<file path="src/hw/rtl/ptt_pkg.sv">
// Package for the pending request timeout table.
// Holds sizes, status and command codes, and the shared types.
// No dependencies.
package ptt_pkg;

  localparam int TABLE_DEPTH = 16;
  localparam int ADDR_W      = (TABLE_DEPTH > 1) ? $clog2(TABLE_DEPTH) : 1;
  localparam int RAM_DEPTH   = 1 << ADDR_W;
  localparam int CNT_W       = $clog2(TABLE_DEPTH + 1);

  // Must be a power of two: the pointers wrap naturally.
  localparam int QUEUE_DEPTH = 2;
  localparam int QUEUE_AW    = $clog2(QUEUE_DEPTH);

  localparam int ID_W    = 8;
  localparam int AMT_W   = 16;
  localparam int STEP_W  = 8;
  localparam int MODE_W  = 2;
  localparam int STAT_W  = 3;

  typedef logic [CNT_W-1:0]  cnt_t;
  typedef logic [ADDR_W-1:0] addr_t;

  localparam logic [MODE_W-1:0] MODE_PLAIN  = 2'd0;
  localparam logic [MODE_W-1:0] MODE_STREAM = 2'd1;
  localparam logic [MODE_W-1:0] MODE_RESP   = 2'd2;
  localparam logic [MODE_W-1:0] MODE_TICK   = 2'd3;

  localparam logic [ID_W-1:0] ID_I = 8'h49;
  localparam logic [ID_W-1:0] ID_S = 8'h53;
  localparam logic [ID_W-1:0] ID_R = 8'h52;
  localparam logic [ID_W-1:0] ID_H = 8'h48;
  localparam logic [ID_W-1:0] ID_C = 8'h43;

  localparam logic [STAT_W-1:0] ST_ACCEPTED   = 3'd0;
  localparam logic [STAT_W-1:0] ST_BAD_ID     = 3'd1;
  localparam logic [STAT_W-1:0] ST_FULL       = 3'd2;
  localparam logic [STAT_W-1:0] ST_MATCHED    = 3'd3;
  localparam logic [STAT_W-1:0] ST_UNEXPECTED = 3'd4;
  localparam logic [STAT_W-1:0] ST_EXPIRED    = 3'd5;
  localparam logic [STAT_W-1:0] ST_TICK_DONE  = 3'd6;

  typedef enum logic [1:0] {
    OP_REQ,
    OP_BAD_ID,
    OP_RESP,
    OP_TICK
  } op_e;

  typedef struct packed {
    op_e               op;
    logic [ID_W-1:0]   id;
    logic [AMT_W-1:0]  amount;
    logic [STEP_W-1:0] step;
  } cmd_t;

  typedef struct packed {
    logic [ID_W-1:0]  id;
    logic [AMT_W-1:0] remaining;
  } entry_t;

  localparam int ENTRY_W = $bits(entry_t);

endpackage

</file>
<file path="src/hw/rtl/pending_request_timeout_table_top.sv">
// Top level of the pending request timeout table.
// Front end, command queue and back end; uses ptt_pkg, ptt_front,
// ptt_queue and ptt_back.
//
//   channel  direction  handshake                 payload
//   in       to block   in_valid_i / in_stall_o    mode_i, request_id_i,
//                                                 timeout_amount_i, tick_step_i
//   out      from block out_valid_o / out_stall_i  status_o, result_id_o, last_o
//
// A request or a bad identifier is handled straight from the back end's idle
// state. A response or a tick walks the table one entry a cycle through the
// RAM read port, except while a result waits on an output stall.
// The front end and a two-deep queue keep taking items while the back end
// works. Reset empties the table and the queue; RAM contents are kept.
// An output stall holds the result register and any back-end step that emits.
module pending_request_timeout_table_top (
  input  logic                          clk_i,
  input  logic                          rst_ni,
  input  logic                          in_valid_i,
  output logic                          in_stall_o,
  input  logic [ptt_pkg::MODE_W-1:0]    mode_i,
  input  logic [ptt_pkg::ID_W-1:0]      request_id_i,
  input  logic [ptt_pkg::AMT_W-1:0]     timeout_amount_i,
  input  logic [ptt_pkg::STEP_W-1:0]    tick_step_i,
  output logic                          out_valid_o,
  input  logic                          out_stall_i,
  output logic [ptt_pkg::STAT_W-1:0]    status_o,
  output logic [ptt_pkg::ID_W-1:0]      result_id_o,
  output logic                          last_o
);

  logic          push, q_full, q_valid, pop;
  ptt_pkg::cmd_t front_cmd, q_cmd;

  ptt_front u_front (
    .clk_i            (clk_i),
    .rst_ni           (rst_ni),
    .in_valid_i       (in_valid_i),
    .in_stall_o       (in_stall_o),
    .mode_i           (mode_i),
    .request_id_i     (request_id_i),
    .timeout_amount_i (timeout_amount_i),
    .tick_step_i      (tick_step_i),
    .push_o           (push),
    .cmd_o            (front_cmd),
    .q_full_i         (q_full)
  );

  ptt_queue u_queue (
    .clk_i   (clk_i),
    .rst_ni  (rst_ni),
    .push_i  (push),
    .cmd_i   (front_cmd),
    .full_o  (q_full),
    .valid_o (q_valid),
    .cmd_o   (q_cmd),
    .pop_i   (pop)
  );

  ptt_back u_back (
    .clk_i       (clk_i),
    .rst_ni      (rst_ni),
    .q_valid_i   (q_valid),
    .q_cmd_i     (q_cmd),
    .pop_o       (pop),
    .out_valid_o (out_valid_o),
    .out_stall_i (out_stall_i),
    .status_o    (status_o),
    .result_id_o (result_id_o),
    .last_o      (last_o)
  );

endmodule

</file>
<file path="src/hw/rtl/ptt_ram.sv">
// Generic single-write, single-read RAM with registered read data.
// No dependencies.
module ptt_ram #(
  parameter int WIDTH = 8,
  parameter int DEPTH = 16
) (
  input  logic                     clk_i,
  input  logic                     we_i,
  input  logic [$clog2(DEPTH)-1:0] waddr_i,
  input  logic [WIDTH-1:0]         wdata_i,
  input  logic [$clog2(DEPTH)-1:0] raddr_i,
  output logic [WIDTH-1:0]         rdata_o
);

  logic [WIDTH-1:0] mem_q [DEPTH];
  logic [WIDTH-1:0] rdata_q;

  always_ff @(posedge clk_i) begin
    if (we_i) begin
      mem_q[waddr_i] <= wdata_i;
    end
    rdata_q <= mem_q[raddr_i];
  end

  assign rdata_o = rdata_q;

endmodule

</file>
<file path="src/hw/rtl/ptt_front.sv">
// Front end: takes input items, checks identifiers against the mode and
// registers the classified command for the queue. Uses ptt_pkg.
module ptt_front (
  input  logic                          clk_i,
  input  logic                          rst_ni,
  input  logic                          in_valid_i,
  output logic                          in_stall_o,
  input  logic [ptt_pkg::MODE_W-1:0]    mode_i,
  input  logic [ptt_pkg::ID_W-1:0]      request_id_i,
  input  logic [ptt_pkg::AMT_W-1:0]     timeout_amount_i,
  input  logic [ptt_pkg::STEP_W-1:0]    tick_step_i,
  output logic                          push_o,
  output ptt_pkg::cmd_t                 cmd_o,
  input  logic                          q_full_i
);

  logic          hold_q, hold_d;
  ptt_pkg::cmd_t cmd_q, cmd_d;
  logic          take;
  logic          plain_ok, stream_ok;

  assign in_stall_o = hold_q && q_full_i;
  assign take       = in_valid_i && !in_stall_o;
  assign push_o     = hold_q && !q_full_i;
  assign cmd_o      = cmd_q;

  assign plain_ok  = (request_id_i == ptt_pkg::ID_I) || (request_id_i == ptt_pkg::ID_S) ||
                     (request_id_i == ptt_pkg::ID_R);
  assign stream_ok = (request_id_i == ptt_pkg::ID_H) || (request_id_i == ptt_pkg::ID_C);

  always_comb begin
    cmd_d.id     = request_id_i;
    cmd_d.amount = timeout_amount_i;
    cmd_d.step   = tick_step_i;
    unique case (mode_i)
      ptt_pkg::MODE_PLAIN:  cmd_d.op = plain_ok ? ptt_pkg::OP_REQ : ptt_pkg::OP_BAD_ID;
      ptt_pkg::MODE_STREAM: cmd_d.op = stream_ok ? ptt_pkg::OP_REQ : ptt_pkg::OP_BAD_ID;
      ptt_pkg::MODE_RESP:   cmd_d.op = ptt_pkg::OP_RESP;
      default:              cmd_d.op = ptt_pkg::OP_TICK;
    endcase
  end

  always_comb begin
    hold_d = hold_q;
    if (take) begin
      hold_d = 1'b1;
    end else if (push_o) begin
      hold_d = 1'b0;
    end
  end

  always_ff @(posedge clk_i or negedge rst_ni) begin
    if (!rst_ni) begin
      hold_q <= 1'b0;
    end else begin
      hold_q <= hold_d;
    end
  end

  always_ff @(posedge clk_i) begin
    if (take) begin
      cmd_q <= cmd_d;
    end
  end

endmodule

</file>
<file path="src/hw/rtl/ptt_queue.sv">
// Short command queue between front and back end.
// Uses ptt_pkg.
module ptt_queue (
  input  logic          clk_i,
  input  logic          rst_ni,
  input  logic          push_i,
  input  ptt_pkg::cmd_t cmd_i,
  output logic          full_o,
  output logic          valid_o,
  output ptt_pkg::cmd_t cmd_o,
  input  logic          pop_i
);

  ptt_pkg::cmd_t                   mem_q [ptt_pkg::QUEUE_DEPTH];
  logic [ptt_pkg::QUEUE_AW-1:0]    wp_q, wp_d, rp_q, rp_d;
  logic [ptt_pkg::QUEUE_AW:0]      cnt_q, cnt_d;
  logic                            do_push, do_pop;

  assign full_o  = (cnt_q == (ptt_pkg::QUEUE_AW+1)'(ptt_pkg::QUEUE_DEPTH));
  assign valid_o = (cnt_q != '0);
  assign cmd_o   = mem_q[rp_q];
  assign do_push = push_i && !full_o;
  assign do_pop  = pop_i && valid_o;

  always_comb begin
    wp_d  = do_push ? wp_q + 1'b1 : wp_q;
    rp_d  = do_pop ? rp_q + 1'b1 : rp_q;
    cnt_d = cnt_q;
    if (do_push && !do_pop) begin
      cnt_d = cnt_q + 1'b1;
    end else if (do_pop && !do_push) begin
      cnt_d = cnt_q - 1'b1;
    end
  end

  always_ff @(posedge clk_i or negedge rst_ni) begin
    if (!rst_ni) begin
      wp_q  <= '0;
      rp_q  <= '0;
      cnt_q <= '0;
    end else begin
      wp_q  <= wp_d;
      rp_q  <= rp_d;
      cnt_q <= cnt_d;
    end
  end

  always_ff @(posedge clk_i) begin
    if (do_push) begin
      mem_q[wp_q] <= cmd_i;
    end
  end

endmodule

</file>
<file path="src/hw/rtl/ptt_back.sv">
// Back end: sequencer over the entry RAM and the result register.
// Scans, compacts and appends entries. Uses ptt_pkg and ptt_ram.
module ptt_back (
  input  logic                          clk_i,
  input  logic                          rst_ni,
  input  logic                          q_valid_i,
  input  ptt_pkg::cmd_t                 q_cmd_i,
  output logic                          pop_o,
  output logic                          out_valid_o,
  input  logic                          out_stall_i,
  output logic [ptt_pkg::STAT_W-1:0]    status_o,
  output logic [ptt_pkg::ID_W-1:0]      result_id_o,
  output logic                          last_o
);

  localparam logic [1:0] S_IDLE      = 2'd0;
  localparam logic [1:0] S_RSP_SCAN  = 2'd1;
  localparam logic [1:0] S_RSP_SHIFT = 2'd2;
  localparam logic [1:0] S_TICK      = 2'd3;

  logic [1:0]      state_q, state_d;
  ptt_pkg::cnt_t   count_q, count_d;
  ptt_pkg::cnt_t   rd_q, rd_d, wr_q, wr_d, rd_next;
  ptt_pkg::cmd_t   cur_q, cur_d;

  logic            we;
  ptt_pkg::addr_t  waddr, raddr;
  ptt_pkg::entry_t wdata, rdata;
  logic [ptt_pkg::ENTRY_W-1:0] rdata_raw;
  logic [ptt_pkg::AMT_W-1:0]   step_ext;

  logic                       out_valid_q, out_valid_d, out_free;
  logic                       emit, emit_last;
  logic [ptt_pkg::STAT_W-1:0] emit_st, status_q;
  logic [ptt_pkg::ID_W-1:0]   emit_id, id_q;
  logic                       last_q;

  ptt_ram #(
    .WIDTH (ptt_pkg::ENTRY_W),
    .DEPTH (ptt_pkg::RAM_DEPTH)
  ) u_ram (
    .clk_i   (clk_i),
    .we_i    (we),
    .waddr_i (waddr),
    .wdata_i (wdata),
    .raddr_i (raddr),
    .rdata_o (rdata_raw)
  );

  assign rdata    = rdata_raw;
  assign rd_next  = rd_q + ptt_pkg::cnt_t'(1);
  assign step_ext = {{(ptt_pkg::AMT_W-ptt_pkg::STEP_W){1'b0}}, cur_q.step};
  assign out_free = !out_valid_q || !out_stall_i;

  // Read data in the scan states belongs to entry rd_q; the address for the
  // next cycle is rd_q + 1 when moving on and rd_q again when held.
  always_comb begin
    state_d   = state_q;
    count_d   = count_q;
    rd_d      = rd_q;
    wr_d      = wr_q;
    cur_d     = cur_q;
    pop_o     = 1'b0;
    we        = 1'b0;
    waddr     = wr_q[ptt_pkg::ADDR_W-1:0];
    wdata     = rdata;
    raddr     = '0;
    emit      = 1'b0;
    emit_st   = ptt_pkg::ST_ACCEPTED;
    emit_id   = cur_q.id;
    emit_last = 1'b1;
    unique case (state_q)
      S_IDLE: begin
        if (q_valid_i) begin
          case (q_cmd_i.op)
            ptt_pkg::OP_BAD_ID: begin
              if (out_free) begin
                pop_o   = 1'b1;
                emit    = 1'b1;
                emit_st = ptt_pkg::ST_BAD_ID;
                emit_id = q_cmd_i.id;
              end
            end
            ptt_pkg::OP_REQ: begin
              if (out_free) begin
                pop_o   = 1'b1;
                emit    = 1'b1;
                emit_id = q_cmd_i.id;
                if (count_q >= ptt_pkg::cnt_t'(ptt_pkg::TABLE_DEPTH)) begin
                  emit_st = ptt_pkg::ST_FULL;
                end else begin
                  we              = 1'b1;
                  waddr           = count_q[ptt_pkg::ADDR_W-1:0];
                  wdata.id        = q_cmd_i.id;
                  wdata.remaining = q_cmd_i.amount;
                  count_d         = count_q + ptt_pkg::cnt_t'(1);
                  emit_st         = ptt_pkg::ST_ACCEPTED;
                end
              end
            end
            ptt_pkg::OP_RESP: begin
              pop_o   = 1'b1;
              cur_d   = q_cmd_i;
              rd_d    = '0;
              state_d = S_RSP_SCAN;
            end
            default: begin
              pop_o   = 1'b1;
              cur_d   = q_cmd_i;
              rd_d    = '0;
              wr_d    = '0;
              state_d = S_TICK;
            end
          endcase
        end
      end
      S_RSP_SCAN: begin
        if (rd_q >= count_q) begin
          if (out_free) begin
            emit    = 1'b1;
            emit_st = ptt_pkg::ST_UNEXPECTED;
            state_d = S_IDLE;
          end
        end else if (rdata.id == cur_q.id) begin
          wr_d    = rd_q;
          rd_d    = rd_next;
          raddr   = rd_next[ptt_pkg::ADDR_W-1:0];
          state_d = S_RSP_SHIFT;
        end else begin
          rd_d  = rd_next;
          raddr = rd_next[ptt_pkg::ADDR_W-1:0];
        end
      end
      S_RSP_SHIFT: begin
        if (rd_q >= count_q) begin
          if (out_free) begin
            emit    = 1'b1;
            emit_st = ptt_pkg::ST_MATCHED;
            count_d = count_q - ptt_pkg::cnt_t'(1);
            state_d = S_IDLE;
          end
        end else begin
          we    = 1'b1;
          wr_d  = wr_q + ptt_pkg::cnt_t'(1);
          rd_d  = rd_next;
          raddr = rd_next[ptt_pkg::ADDR_W-1:0];
        end
      end
      S_TICK: begin
        if (rd_q >= count_q) begin
          if (out_free) begin
            emit    = 1'b1;
            emit_st = ptt_pkg::ST_TICK_DONE;
            emit_id = '0;
            count_d = wr_q;
            state_d = S_IDLE;
          end
        end else if (rdata.remaining <= step_ext) begin
          raddr = rd_q[ptt_pkg::ADDR_W-1:0];
          if (out_free) begin
            emit      = 1'b1;
            emit_st   = ptt_pkg::ST_EXPIRED;
            emit_id   = rdata.id;
            emit_last = 1'b0;
            rd_d      = rd_next;
            raddr     = rd_next[ptt_pkg::ADDR_W-1:0];
          end
        end else begin
          we              = 1'b1;
          wdata.remaining = rdata.remaining - step_ext;
          wr_d            = wr_q + ptt_pkg::cnt_t'(1);
          rd_d            = rd_next;
          raddr           = rd_next[ptt_pkg::ADDR_W-1:0];
        end
      end
      default: begin
        state_d = S_IDLE;
      end
    endcase
  end

  always_comb begin
    out_valid_d = out_valid_q;
    if (emit) begin
      out_valid_d = 1'b1;
    end else if (!out_stall_i) begin
      out_valid_d = 1'b0;
    end
  end

  always_ff @(posedge clk_i or negedge rst_ni) begin
    if (!rst_ni) begin
      state_q     <= S_IDLE;
      count_q     <= '0;
      rd_q        <= '0;
      wr_q        <= '0;
      out_valid_q <= 1'b0;
    end else begin
      state_q     <= state_d;
      count_q     <= count_d;
      rd_q        <= rd_d;
      wr_q        <= wr_d;
      out_valid_q <= out_valid_d;
    end
  end

  always_ff @(posedge clk_i) begin
    cur_q <= cur_d;
    if (emit) begin
      status_q <= emit_st;
      id_q     <= emit_id;
      last_q   <= emit_last;
    end
  end

  assign out_valid_o = out_valid_q;
  assign status_o    = status_q;
  assign result_id_o = id_q;
  assign last_o      = last_q;

endmodule

</file>
<file path="config.mk">
export PLATFORM = sky130hd
export DESIGN_NAME = pending_request_timeout_table_top
export DESIGN_NICKNAME = d
export VERILOG_FILES = /design/src/hw/rtl/ptt_pkg.sv /design/src/hw/rtl/pending_request_timeout_table_top.sv /design/src/hw/rtl/ptt_ram.sv /design/src/hw/rtl/ptt_front.sv /design/src/hw/rtl/ptt_queue.sv /design/src/hw/rtl/ptt_back.sv
export SDC_FILE = /design/constraint.sdc
export NUM_CORES = 1
export LEC_CHECK = 0
export ABC_AREA = 1
export BUFFER_PORTS_ARGS = -buffer_cell sky130_fd_sc_hd__buf_2
export CAP_MARGIN = 20
export CELL_PAD_IN_SITES_DETAIL_PLACEMENT = 0
export CELL_PAD_IN_SITES_GLOBAL_PLACEMENT = 1
export CORE_UTILIZATION = 54
export CTS_CLUSTER_DIAMETER = 150
export DETAILED_ROUTE_END_ITERATION = 8
export PLACE_DENSITY_LB_ADDON = 0.12
export SLEW_MARGIN = 20
export SYNTH_ARGS = -nofsm -noshare
export SYNTH_HDL_FRONTEND = slang
export SYNTH_HIERARCHICAL = 1
export SYNTH_SLANG_ARGS = --single-unit
export TNS_END_PERCENT = 1
</file>
<file path="constraint.sdc">
create_clock -name clk_i -period 9.8 [get_ports clk_i]
set_clock_uncertainty 0.05 [all_clocks]
set_input_delay 0.49 -clock clk_i [delete_from_list [all_inputs] [get_ports clk_i]]
set_output_delay 0.49 -clock clk_i [all_outputs]
set_load 0.02 [all_outputs]
</file>
; ---- After elaboration in Yosys (flattened, before gate mapping)
; Memory sizes are Yosys's and may differ from the RTL's. A register that Yosys moved wholly into a read port is not among the register bits.
; Cells that the tools add are included.
[totals]
ff_bits = 85
in_bits = 38
mem_count = 2
elab_cells = 206
ramBits = 452
[mem_list]
columns = name, words, width, rd, rd_ports_with_merged_regs, write_ports, line
row1 = u_back.u_ram.mem_q, 16, 24, 1, 1, 1, ptt_ram.sv:15  ; logic [WIDTH-1:0] mem_q [DEPTH];
row2 = u_queue.mem_q, 2, 34, 1, 0, 1, ptt_queue.sv:14  ; ptt_pkg::cmd_t mem_q [ptt_pkg::QUEUE_DEPTH];
[classes]
n_lt_le_gt_ge = 3
n_reduce_logical = 34
eq_ne = 34
n_mux = 103
bitwise_logic = 3
n_addsub = 9
[op_table]
columns = op, n
row1 = two-way mux 5 bit, 21
row2 = two-way mux 24 bit, 4
row3 = two-way mux 8 bit, 8
row4 = equality test 8 x 7 -> 1 bit (second input constant), 5
row5 = two-way mux 4 bit, 9
row6 = two-way mux 16 bit, 2
row7 = case mux 16 bit (2 select lines), 1
row8 = case mux 5 bit (3 select lines), 2
row9 = two-way mux 1 bit, 28
row10 = two-way mux 3 bit, 9
row11 = inequality test 2 bit (second input constant), 10
row12 = case mux 5 bit (4 select lines), 1
row13 = two-way mux 2 bit, 9
row14 = less-or-equal comparator 16 x 8 -> 1 bit, 1
row15 = inequality test 2 x 1 -> 1 bit (second input constant), 8
row16 = case mux 8 bit (2 select lines), 1
row17 = subtractor 16 x 8 -> 16 bit, 1
row18 = adder 5 x 1 -> 5 bit (second input constant), 3
row19 = case mux 2 bit (3 select lines), 2
row20 = case mux 3 bit (4 select lines), 1
row21 = equality test 2 bit (second input constant), 5
row22 = AND reduction 9 bit, 1
row23 = equality test 8 bit, 1
row24 = case mux 4 bit (2 select lines), 1
row25 = other kinds (25), 52

; ---- Depth between registers and ports, before layout
; Gate-level depths: netlist of run 1.
[logic_depth]
depth_word = 10
ltp_mapped = 23
depth_no_buf = 21

; ---- By module
; Netlist of run 1, hierarchy kept.
[modules_own_cells]
columns = module, instances, area_per_inst_um2, cells_per_inst, seq_area_each_um2
row1 = ptt_ram, 1, 16951.3, 1597, 12011.5
row2 = ptt_back, 1, 4629.4, 715, 1291.2
row3 = ptt_queue, 1, 2775.2, 209, 2142.1
row4 = ptt_front, 1, 1187.4, 71, 1046.0

; ---- Worst setup path after synthesis of run 1
; Ideal clock, no wire load.
[synth_timing]
kind = register -> register
from = reg u_queue.rp_q
to = mem u_back/u_ram/mem_q[12][0] (netlist name), enable pin
path_buffers = 4
path_stages_with_launch = 17
required_ns = 9.345
setup_slack_ns = 6.176
synth_period_minus_slack_ns = 3.624
arrival_ns = 3.169
setup_ns = 0.405
cell_sequence = dfrtp_1 > buf_6 > inv_8 > buf_8 > nand2_2 > nand2_1 > inv_1 > nand2_1 > nor2_1 > nand2_1 > buf_2 > inv_2 > nand2_1 > buf_2 > o21ai_0 > nand3_1 > nor2_1
[synth_lines]
columns = item, line
row1 = "start, declared", ptt_queue.sv:15  ; logic [ptt_pkg::QUEUE_AW-1:0] wp_q, wp_d, rp_q, rp_d;
row2 = "start signal, assigned", ptt_queue.sv:43  ; rp_q <= rp_d;
row3 = "end, declared", ptt_ram.sv:15

==> results_dict.tcl, run 1 <==
set metrics [dict create \
    synthAdderAreaFrac_pct 1.332 \
    fmax_ghz 0.1665 \
    clock_path_buffers 3 \
    synth_ff_type "edfxtp_1" \
    track_usage_pct 26.98 \
    dieArea_um2 48180 \
    crit_slowest_cell "o21ai_0" \
    fin_crit_ns 6.008 \
    path_class "reg2reg" \
    hold_viol 0 \
    path_max_fanout 36 \
    cap_viol_max_count 0 \
    synth.distinct_cells 46 \
    fp-row-count 79 \
    r2r-end "u_back/u_ram/mem_q[15][6]" \
    io_buffer_count 51 \
    antenna_found_initial 0 \
    finalSetupViolations 0 \
    crit_start "u_queue/rp_q" \
    core_area_um2 46560 \
    synth_simple_gate_area_share_pct 21.19 \
    place_area_um2 26350 \
    clock_latency_ns 0.62 \
    drc_errors 0 \
    vias_per_cell 5.304 \
    crit_cells 13 \
    end_kind "register" \
    drt_pass1_iterations 6 \
    synth_top_family_by_area "simple AND/OR/NAND/NOR gates" \
    syn_nets 2656 \
    relSlewSlack_pct 23.62 \
    final_util_pct 61.09 \
    cts_root_buffer "clkbuf_16" \
    leakagePower_nw 12.08 \
    grt_pass1_wl_mm 97.54 \
    async_reset_ff_share_pct 4.100 \
    final_nets 2709 \
    synth_compound_area_share_pct 3.429 \
    synthCells 2592 \
    syn-cell-area_um2 25540 \
    synth_mux_area_share_pct 0.04409 \
    reg2reg_from "u_queue/rp_q" \
    critPathBufInv 4 \
    yosys.area_share.xor_xnor_pct 0.7201 \
    rr_worst_depth 13 \
    start_kind "register" \
    hold_ws_ns 0.03414 \
    tns_ns 0 \
    dpl.hpwl_mm 38.13 \
    required_ns 9.99 \
    cts.sinks 561 \
    grt_use_met1_pct 38.17 \
    antenna_left 0 \
    grt_use_met3_pct 3.754 \
    status "completed" \
    vias 17510 \
    h-tree-depth 2 \
    peakVddDrop_uv 281.5 \
    grt_pass1_vias 16790 \
    synth_area_per_cell_um2 9.855 \
    yosys_warnings 6 \
    totalWireLength_mm 62.97 \
    top_usage_layer "met2" \
    path_clk_slew_ns 0.06 \
    rrSetupSlack_ns 3.79 \
    hold_path_class "in2reg" \
    gr-total-overflow 0 \
    power.density_nw_per_um2 372.1 \
    cts_tree "done" \
    grt_use_met2_pct 43.53 \
    ioPinCount 52 \
    wire_per_inst_um 19.08 \
    post_cts_resized 0 \
    final_cell_area_um2 28440 \
    fp.dieH_um 219.5 \
    fin_crit_sh_pct 61.30 \
    start_util_pct 54.87 \
    drive_above_1_share_pct 8.767 \
    rsz0062_at_grt "no" \
    cp-endpoint "u_back/u_ram/mem_q[15][6]" \
    fill_cells 3761 \
    ys_seq_area_share_pct 64.56 \
    cts_buffers 56 \
    cp_cell_sequence "buf_4 -> inv_8 -> nand2_2 -> nand2_1 -> inv_1 -> nand2_1 -> nor2_1 -> nand2_1 -> inv_2 -> nand2_1 -> o21ai_0 -> nand3_1 -> nor2_4" \
    crit_top_cell "nand2_1" \
    synth_edf_count 514 \
    cpLargestDelayFamily "simple AND/OR/NAND/NOR gates" \
    crit_path_max_incr_delay_ns 1.05 \
    die_w_um 219.5 \
    finalMaxSlewViolations 0 \
    drt_iter0_drc 1737 \
    gp_congestion 0.8971 \
    tightestPinTransition_ns 1.144 \
    grt_max_degree 88 \
    arrival_ns 6.20 \
    area_growth_pct 11.34 \
    ys_seq_elements 561 \
]
-- power breakdown --
part | switching (mW) | total (mW) | internal, mW | leakage, nW
registers | 0.211 | 3.84 | 3.63 | 5.18
clock network | 0.905 | 2.08 | 1.17 | 0.873
logic | 3.50 | 4.66 | 1.17 | 6.02
total | 4.61 | 10.6 | 5.97 | 12.1
-- synth_stat cells (all sizes together), types with 7 or more instances --
cell / number / area, um2
a21oi: 52 / 264.0
buf: 87 / 523.0
clkbuf: 23 / 86.33
dfrtp: 23 / 575.6
dfxtp: 24 / 480.5
edfxtp: 514 / 15430
ha: 24 / 300.3
inv: 426 / 1609
nand2: 792 / 3030
nand3: 346 / 1752
nor2: 120 / 503.0
nor3: 7 / 46.30
o21ai: 100 / 500.5
xor2: 15 / 131.4
-- area by class of cell --
type	count	area [um2]	area share, %
Sequential cell	561	16490	57.98
Clock buffer	81	1575	5.539
Inverter	429	1624	5.711
Antenna cell	2	5.005	0.01760
Timing Repair Buffer	105	735.7	2.587
Tap cell	607	759.5	2.670
Multi-Input combinational cell	1492	7048	24.78
Clock inverter	24	201.4	0.7083
-- registers in the layout (all words and copies together), names as in the netlist, 2 cells and up --
| signal | flops |
|---|---|
| u_back/u_ram/mem_q | 384 |
| u_queue/mem_q | 68 |
| u_front/cmd_o | 34 |
| u_back/u_ram/rdata_o | 24 |
| u_back/cur_q | 16 |
| u_back/result_id_o | 8 |
| u_back/count_q | 5 |
| u_back/rd_q | 5 |
| u_back/wr_q | 5 |
| u_back/status_o | 3 |
| u_back/state_q | 2 |
| u_queue/cnt_q | 2 |
-- worst min path at each step --
stage / start / depth (start not counted) / slack [ns] / to
6_report: request_id_i[4] / 1 / 0.03 / u_front/cmd_o[28]
5_1_grt: request_id_i[3] / 1 / 0.007 / u_front/cmd_o[27]
4_1_cts: request_id_i[3] / 1 / 0.0005 / u_front/cmd_o[27]
3_5_place_dp: u_front/cmd_o[23] / 0 / 0.38 / u_queue/mem_q[0][23]
3_3_place_gp: u_front/cmd_o[10] / 0 / 0.37 / u_queue/mem_q[1][10]
2_1_floorplan: rst_ni / 0 / 0.14 / u_back/count_q[0]
-- stage by stage --
step | setup slack, ns | cells | power (mW)
2_1_floorplan | 6.176 | 2592 | 6.958
3_3_place_gp | 3.883 | 3164 | 8.461
3_5_place_dp | 3.851 | 3164 | 8.529
4_1_cts | 3.815 | 3299 | 10.61
5_1_grt | 3.423 | 3299 | 11.24
6_report | 3.792 | 3301 | 10.58
-- cells in the final DEF, fill, tap and decap left out, drive strengths merged, types with 30 or more instances in the layout --
| master | count |
|---|---|
| nand3 | 346 |
| nand2 | 792 |
| o21ai | 100 |
| inv | 427 |
| buf | 75 |
| clkbuf | 81 |
| a21oi | 52 |
| edfxtp | 514 |
| dlygate4sd3 | 30 |
| nor2 | 120 |
-- cell families (layout without fill, tap and decap cells) --
logic type | Yosys count | after routing
flip-flops | 561 | 561
multiplexers | 1 | 1
other | 0 | 2
XOR/XNOR | 21 | 21
AND/OR/NAND/NOR | 1277 | 1277
buffers and inverters | 539 | 639
AO/OA/AOI/OAI | 167 | 167
adder cells (fa/ha/maj) | 26 | 26
-- layer usage --
metal,wire length (um),vias up
li1,-,8523
met1,27500,8323
met2,29740,570
met3,4098,93
met4,1638,0
met5,0,-
-- repair_timing --
action,in CTS,in global routing
hold buffers,30,0
hold endpoints to repair,52,0
buffers inserted,0,0
Note: power is estimated with default switching activity, not from simulation.
==> inputs of run 2 (changes only) <==
--- a/config.mk
+++ b/config.mk
@@ -10,7 +10,7 @@
 export CAP_MARGIN = 20
 export CELL_PAD_IN_SITES_DETAIL_PLACEMENT = 0
 export CELL_PAD_IN_SITES_GLOBAL_PLACEMENT = 1
-export CORE_UTILIZATION = 54
+export CORE_UTILIZATION = 50
 export CTS_CLUSTER_DIAMETER = 150
 export DETAILED_ROUTE_END_ITERATION = 8
 export PLACE_DENSITY_LB_ADDON = 0.12
==> constraint.sdc (replaced) <==
create_clock -name clk_i -period 5.91 [get_ports clk_i]
set_clock_uncertainty 0.05 [all_clocks]
set_input_delay 0.2955 -clock clk_i [delete_from_list [all_inputs] [get_ports clk_i]]
set_output_delay 0.2955 -clock clk_i [all_outputs]
set_load 0.02 [all_outputs]
==> results_dict.tcl, run 2 (same netlist as run 1, synthesis figures left out) <==
set metrics [dict create \
    fill_cells 4367 \
    start_util_pct 50.81 \
    drt_pass1_iterations 5 \
    fmax_ghz 0.2041 \
    leakagePower_nw 12.17 \
    cts.sinks 561 \
    mostFrequentLayoutCells "nand2_1 (773), edfxtp_1 (514), inv_1 (419)" \
    antenna-diode-count 0 \
    ioPinCount 52 \
    final_nets 2718 \
    cts_tree "done" \
    rrSetupSlack_ns 1.01 \
    antenna_left 0 \
    tns_ns 0 \
    fin_crit_sh_pct 82.91 \
    gr-total-overflow 0 \
    required_ns 6.10 \
    path_class "reg2reg" \
    finalMaxSlewViolations 0 \
    path_clk_slew_ns 0.06 \
    tightestPinTransition_ns 1.107 \
    hold_viol 0 \
    largest_reg_flops 384 \
    totalWireLength_mm 64.61 \
    h-tree-depth 2 \
    multi_input_area_um2 7054 \
    cts_buffers 58 \
    drive_above_1_share_pct 8.852 \
    track_usage_pct 25.17 \
    cts_hold_buf 37 \
    drc_errors 0 \
    status "completed" \
    antenna_found_initial 2 \
    r2r-end "u_back/u_ram/mem_q[2][1]" \
    fp.dieH_um 228.0 \
    peakVddDrop_uv 645.6 \
    rr_worst_depth 12 \
    vias 17470 \
    start_kind "register" \
    final_util_pct 57.16 \
    io_buffer_count 51 \
    reg2reg_from "u_queue/rp_q" \
    dpl.hpwl_mm 39.99 \
    wire_per_inst_um 19.16 \
    rsz0062_at_grt "no" \
    relSlewSlack_pct 26.06 \
    cap_viol_max_count 0 \
    clock_path_buffers 3 \
    final_common_cell "nand2_1" \
    core_area_um2 50270 \
    final-seq-area_um2 16490 \
    die_w_um 228.0 \
    cts_root_buffer "clkbuf_16" \
    grt_max_degree 158 \
    dieArea_um2 52000 \
    gp_congestion 0.8611 \
    clock_latency_ns 0.63 \
    end_kind "register" \
    area_growth_pct 12.49 \
    post_cts_resized 0 \
    fin_crit_ns 4.900 \
    cts_setup_buffers 0 \
    power.density_nw_per_um2 622.1 \
    hold_path_class "in2async" \
    finalSetupViolations 0 \
    vias_per_cell 5.180 \
    drt_iter0_drc 1386 \
    grt_pass1_vias 16690 \
    fp-row-count 82 \
    path_max_fanout 35 \
    regMostFlops "u_back/u_ram/mem_q" \
    arrival_ns 5.09 \
    grt_pass1_wl_mm 99.19 \
]
[run 2: changes by cell type in the layout (fill, tap and decap cells not counted), moves of 2 or more]
cell | before | now
bufinv_16 | 2 | 5
clkbuf_16 | 56 | 58
diode_2 | 2 | 0
clkinv_1 | 9 | 13
clkbuf_1 | 17 | 13
dlygate4sd3_1 | 30 | 37
buf_12 | 0 | 2
buf_4 | 24 | 22
clkinv_2 | 12 | 10
inv_8 | 1 | 3
[run 2: area by class of cell]
cell class	count	share of cell area, %
sequential	561	57.39
multi-input combinational	1492	24.55
inverter	429	5.669
clock buffer	78	5.556
tap	672	2.926
timing repair buffer	112	2.891
clock inverter	28	1.015
[run 2: worst max path at each step]
stage	depth (start not counted)	endpoint	slack [ns]	startpoint
6_report	12	u_back/u_ram/mem_q[2][1]	1.01	u_queue/rp_q
5_1_grt	12	u_back/u_ram/mem_q[10][21]	0.64	u_queue/rp_q
4_1_cts	12	u_back/u_ram/mem_q[2][14]	1.06	u_queue/rp_q
3_5_place_dp	12	u_back/u_ram/mem_q[2][1]	1.08	u_queue/rp_q
3_3_place_gp	12	u_back/u_ram/mem_q[3][1]	1.26	u_queue/rp_q
2_1_floorplan	16	u_back/u_ram/mem_q[12][0]	2.29	u_queue/rp_q
[run 2: per-stage QoR]
stage / power (mW) / worst slack (ns) / std cells / area, um2 / hold slack [ns]
after floorplan: 11.54 / 2.286 / 2592 / 25540 / -0.05009
after global placement: 14.25 / 1.256 / 3229 / 26480 / 0.2728
after detailed placement: 14.33 / 1.075 / 3229 / 26480 / 0.2784
after CTS: 17.98 / 1.057 / 3372 / 28730 / 0.1548
after global routing: 19.03 / 0.6376 / 3372 / 28730 / 0.2041
final: 17.87 / 1.010 / 3372 / 28730 / 0.1668
[run 2: per-layer routing]
layer / up-vias / track usage [%] / share of wire, %
li1: 8538 / - / -
met1: 8329 / 35.56 / 44
met2: 523 / 41.11 / 48
met3: 76 / 3.000 / 5.7
met4: 0 / 7.278 / 2.3
met5: - / 0 / 0
[run 2: critical path: stages (launching register included)]
cell     delay [ns]
dfrtp_1        0.48
inv_8          0.14
nand2_2        0.08
nand2_1        0.10
inv_1          0.16
nand2_1        0.09
nor2_1         0.09
nand2_1        0.41
inv_2          0.42
nand2_1        0.57
a31oi_1        0.64
nand2_1        0.35
nor2_4         0.91
[run 2: report_power, final]
group          switching [mW]  internal [mW]
Sequential              0.362           6.03
Clock                    1.50           2.11
Combinational            5.91           1.98
